--- config.mk ---
export PLATFORM = sky130hd
export DESIGN_NAME = vmn_sqrt
export DESIGN_NICKNAME = d
export VERILOG_FILES = /design/src/rtl/vmn_pkg.sv /design/src/rtl/vmn_sqrt.sv
export SDC_FILE = /design/constraint.sdc
export NUM_CORES = 2
export LEC_CHECK = 0
export ABC_AREA = 0
export BUFFER_PORTS_ARGS = -buffer_cell sky130_fd_sc_hd__buf_2
export CAP_MARGIN = 5
export CORE_AREA = 2 2 403 405
export DETAILED_ROUTE_END_ITERATION = 16
export DIE_AREA = 0 0 405 407
export HOLD_SLACK_MARGIN = 0.06
export PLACE_DENSITY = 0.75
export RECOVER_POWER = 100
export SLEW_MARGIN = 20
export SYNTH_ARGS = -nofsm -noshare
export SYNTH_HDL_FRONTEND = slang
export SYNTH_SLANG_ARGS = --single-unit
--- constraint.sdc ---
create_clock -name clk_i -period 4 [get_ports clk_i]
set_input_delay 0.6 -clock clk_i [delete_from_list [all_inputs] [get_ports clk_i]]
set_output_delay 0.6 -clock clk_i [all_outputs]
set_load 0.02 [all_outputs]
--- src/rtl/vmn_pkg.sv ---
// Shared widths and defaults for the vector magnitude and normalize core.
package vmn_pkg;
  localparam int unsigned IN_W          = 32;
  localparam int unsigned MAG_W         = 33;
  localparam int unsigned ROOT_W        = 32;
  localparam int unsigned SUM_W         = 2 * ROOT_W;
  localparam int unsigned FRAC_BITS_DEF = 16;
endpackage

--- src/rtl/vmn_sqrt.sv ---
// Pipelined integer square root, one root bit per stage, with a sideband bus.
module vmn_sqrt #(
  parameter int unsigned SIDE_W = 1
) (
  input  logic                        clk_i,
  input  logic                        rst_ni,
  input  logic                        valid_i,
  input  logic [vmn_pkg::SUM_W-1:0]   rad_i,
  input  logic [SIDE_W-1:0]           side_i,
  output logic                        valid_o,
  output logic [vmn_pkg::ROOT_W-1:0]  root_o,
  output logic [SIDE_W-1:0]           side_o
);
  localparam int unsigned N     = vmn_pkg::ROOT_W;
  localparam int unsigned RAD_W = 2 * N;
  localparam int unsigned REM_W = N + 4;

  logic             vld_q  [N+1];
  logic [RAD_W-1:0] rad_q  [N+1];
  logic [REM_W-1:0] rem_q  [N+1];
  logic [N-1:0]     root_q [N+1];
  logic [SIDE_W-1:0] side_q [N+1];

  assign vld_q[0]  = valid_i;
  assign rad_q[0]  = rad_i;
  assign rem_q[0]  = '0;
  assign root_q[0] = '0;
  assign side_q[0] = side_i;

  for (genvar s = 0; s < N; s++) begin : g_stage
    logic [REM_W-1:0] cand;
    logic [REM_W-1:0] trial;
    logic             ge;

    assign cand  = {rem_q[s][REM_W-3:0], rad_q[s][RAD_W-1 -: 2]};
    assign trial = {{(REM_W-N-2){1'b0}}, root_q[s], 2'b01};
    assign ge    = cand >= trial;

    always_ff @(posedge clk_i or negedge rst_ni) begin
      if (!rst_ni) begin
        vld_q[s+1] <= 1'b0;
      end else begin
        vld_q[s+1] <= vld_q[s];
      end
    end

    always_ff @(posedge clk_i) begin
      rem_q[s+1]  <= ge ? (cand - trial) : cand;
      root_q[s+1] <= {root_q[s][N-2:0], ge};
      rad_q[s+1]  <= {rad_q[s][RAD_W-3:0], 2'b00};
      side_q[s+1] <= side_q[s];
    end
  end

  assign valid_o = vld_q[N];
  assign root_o  = root_q[N];
  assign side_o  = side_q[N];
endmodule

==> results.py <==
metrics = {
    "setup_path": {
        "path_cells": "inv_1, ha_1, nand3_1, or4b_2, nor4_2, or3_1, o21ba_1, or4_1, nor4_1, xor2_1",
        "r2r_end": "g_stage[26].cand[33]",
        "setup.worst_path.end": "g_stage[26].cand[33]",
        "crit_buf_inv": 1,
        "cpPeakStageDelay_ns": 0.73,
        "arrival_ns": 4.53,
        "cp-startpoint": "g_stage[25].trial[17]",
        "r2r_slack_ns": 0.21,
        "critPathRequiredTime_ns": 4.74,
        "cpMaxStageDelayCell": "or4b_2",
        "cp-end-kind": "flip-flop",
        "cp.depth": 10,
        "start_kind": "flip-flop",
        "r2r_start": "g_stage[25].trial[17]",
        "path_max_fanout": 11,
        "path_class": "reg -> reg",
        "crit_family": "simple AND/OR/NAND/NOR gates",
        "ff2ff_path_depth": 10,
    },
    "timing": {
        "grt_setup_unrepaired": "false",
        "slew_viol_final": 33,
        "max_freq_mhz": 264,
        "finalHoldViolCount": 0,
        "worst_pin_slew_ns": 1.68,
        "setup_tns_ns": 0,
        "finalCriticalPeriod_ns": 3.79,
        "clock_skew_ns": 0.0859,
        "fin_crit_sh_pct": 94.7,
        "setup_viol": 0,
        "slew_headroom_pct": -11.7,
    },
    "routing": {
        "ant_nets": 0,
        "drt_wl_total_mm": 192,
        "drc": 0,
        "dr_wl_met3_mm": 9.64,
        "highest_layer": "met5",
        "vias_per_cell": 5.42,
        "vias": 64125,
        "wl_per_cell_um": 16.2,
        "wl_met1_mm": 83.5,
        "drt-initial-drc-count": 4118,
        "drt-pass1-iter-count": 6,
        "wl_met2_mm": 91.8,
    },
    "layout": {
        "seq_area_um2": 51900,
        "syn_to_final_growth_pct": 13.2,
        "layout.nets": 10091,
        "multi_input_area_um2": 38700,
        "n_antenna_cell": 0,
        "drive_gt1_share_pct": 6.90,
        "fill_cells": 12280,
    },
    "run_status": {
        "status": "complete, but fails checks",
        "failed_checks": "capacitance limit, slew limit",
    },
    "synth": {
        "synth.ff_latch_count": 2587,
        "synth_edf_count": 0,
        "synth.yosys.seq_area_share_pct": 55.2,
        "synth.net_count": 9812,
        "syn_inst": 9182,
        "async_reset_ff_share_pct": 1.24,
        "yosysWarningCount": 0,
        "ys_types": 88,
        "syn_area_um2": 94000,
        "syn_area_per_cell_um2": 10.2,
        "synth_top_flop_cell": "dfxtp_1",
    },
    "floorplanning": {
        "die-area_um2": 165000,
        "core_um2": 160000,
        "top_level_ports": 102,
        "placementRows": 147,
        "initial_core_util_pct": 58.7,
        "die_w_um": 405,
        "die_h_um": 407,
    },
    "pwr": {
        "power.density_nw_per_um2": 639,
        "total_power_w": 0.0681,
        "power.leakage_nw": 50.0,
        "vdd_ir_drop_max_mv": 0.469,
    },
    "clock_tree": {
        "cts_max_level": 4,
        "clock_latency_ns": 0.90,
        "cts_buffers": 239,
        "clk_pin_slew_ns": 0.06,
        "cts-root-buf": "clkbuf_16",
        "cts_tree": "built",
        "cts_sinks": 2587,
        "max-clock-path-buffers": 3,
    },
    "global_route": {
        "grt_pass1_wl_mm": 312,
        "grt_use_total_pct": 23.1,
        "grt_remaining_overflow": 0,
        "antenna_found_initial": 2,
        "grt_start_max_net_pins": 56,
        "first_global_vias": 62472,
    },
    "hold_path": {
        "hold_path.class": "reg -> reg",
    },
    "placement": {
        "port_buffers": 101,
        "gp_congestion": 0.929,
        "hpwl_mm": 142,
    },
    "job": {
        "maxCapViolCount": 1,
    },
}
==> where the power goes <==
| part | internal [W] | leakage (nW) | switching, W |
|---|---|---|---|
| combinational | 0.00482 | 23.9 | 0.00562 |
| sequential | 0.0299 | 21.8 | 0.00307 |
| clock | 0.0149 | 4.31 | 0.00984 |
| total | 0.0496 | 50.0 | 0.0185 |
==> per-layer routing <==
layer	track usage (%)	vias to the layer above
li1	-	32036
met1	29.1	30018
met2	39.7	1633
met3	3.70	436
met4	8.83	2
met5	0	-
==> cell type report <==
type | count | share of cell area, %
Sequential cell | 2587 | 48.8
Tap cell | 2160 | 2.54
Clock buffer | 317 | 6.25
Inverter | 714 | 2.52
Multi-Input combinational cell | 5684 | 36.3
Timing Repair Buffer | 235 | 1.45
Clock inverter | 136 | 2.14
==> cells in the mapped netlist, types with 35 or more instances <==
master	instances	area [um2]
dfxtp_1	2555	51100
inv_1	708	2660
a21oi_1	621	3110
nor2_1	619	2320
ha_1	562	7030
nand2_1	531	1990
xnor2_1	453	3970
o21ai_0	372	1860
xor2_1	371	3250
nor3_1	232	1160
a21o_1	223	1670
clkbuf_1	182	683
nand3_1	157	786
nand2b_1	131	820
nor4_1	128	801
o21a_1	117	878
nand4_1	97	607
nor2b_1	89	557
mux2_2	81	912
or3_1	74	463
or4_1	64	480
o31ai_1	58	435
and3_1	56	350
or2_2	46	288
a211oi_1	44	330
o21bai_1	44	330
a31oi_1	43	269
nand3b_1	37	278
o211ai_1	35	263
==> through the flow <==
stage               hold slack (ns)  setup slack, ns  cells  utilization (%)  cell area [um2]
global placement              0.310            0.259  11312             60.6            97100
finish                        0.303            0.212  11833             66.5           106000
floorplan                     0.304            0.589   9182                -            94000
detailed placement            0.312            0.212  11312             60.6            97100
CTS                           0.251            0.198  11833             66.6           107000
global route                  0.294           0.0188  11833             66.5           106000
==> placed cells by master, fill, tap and decap left out, drive strengths merged, types with 47 or more instances in the layout <==
cell / synthesis / final
nor3: 232 / 232
or3: 74 / 74
a21o: 223 / 223
or4: 65 / 65
o21ai: 391 / 391
xnor2: 453 / 453
clkbuf: 182 / 397
xor2: 371 / 371
dfxtp: 2555 / 2555
clkinv: 0 / 66
nand4: 97 / 97
buf: 15 / 87
inv: 714 / 717
and3: 56 / 56
nor2b: 89 / 89
o31ai: 58 / 58
ha: 562 / 562
nand2b: 131 / 131
nand3: 157 / 157
nor2: 619 / 619
dlygate4sd3: 0 / 68
o21a: 117 / 117
nor4: 129 / 129
mux2: 111 / 111
nand2: 532 / 532
bufinv: 0 / 47
a21oi: 621 / 621
or2: 51 / 51
==> cells by family (layout without fill, tap and decap cells) <==
kind of cell / after synthesis / count (layout) / share of synthesized area (%)
multiplexers: 121 / 121 / 1.44
XOR/XNOR: 824 / 824 / 7.67
AND/OR/NAND/NOR: 2374 / 2374 / 12.6
other: 1 / 1 / 0.00399
adder cells (fa/ha/maj): 562 / 562 / 7.48
AO/OA/AOI/OAI: 1802 / 1802 / 11.9
flip-flops: 2587 / 2587 / 55.2
buffers and inverters: 911 / 1402 / 3.64
==> flip-flops by register name (all words and copies together) (netlist names) <==
| register | count |
|---|---|
| rad_q | 930 |
| side_q | 31 |
| valid_o | 1 |
| g_stage.trial | 496 |
| side_o | 1 |
| root_o | 32 |
| g_stage.cand | 1065 |
| vld_q | 31 |
==> repair_timing <==
action                                  4_1_cts  5_1_grt
endpoints found under the hold margin        99        0
hold buffers                                 68        0
buffers inserted                              0        0
resized for setup                             0        1
endpoints found under the setup margin        0        6
==> worst min path at each step <==
stage               depth (start not counted)   startpoint     endpoint
finish                                      0  rad_q[1562]  rad_q[1500]
global route                                2     rad_i[8]  rad_q[1994]
CTS                                         2       rst_ni    vld_q[11]
detailed placement                          0  rad_q[1713]  rad_q[1651]
global placement                            0  rad_q[1765]  rad_q[1703]
floorplan                                   0       rst_ni      valid_o
(Power assumes the default switching activity.)
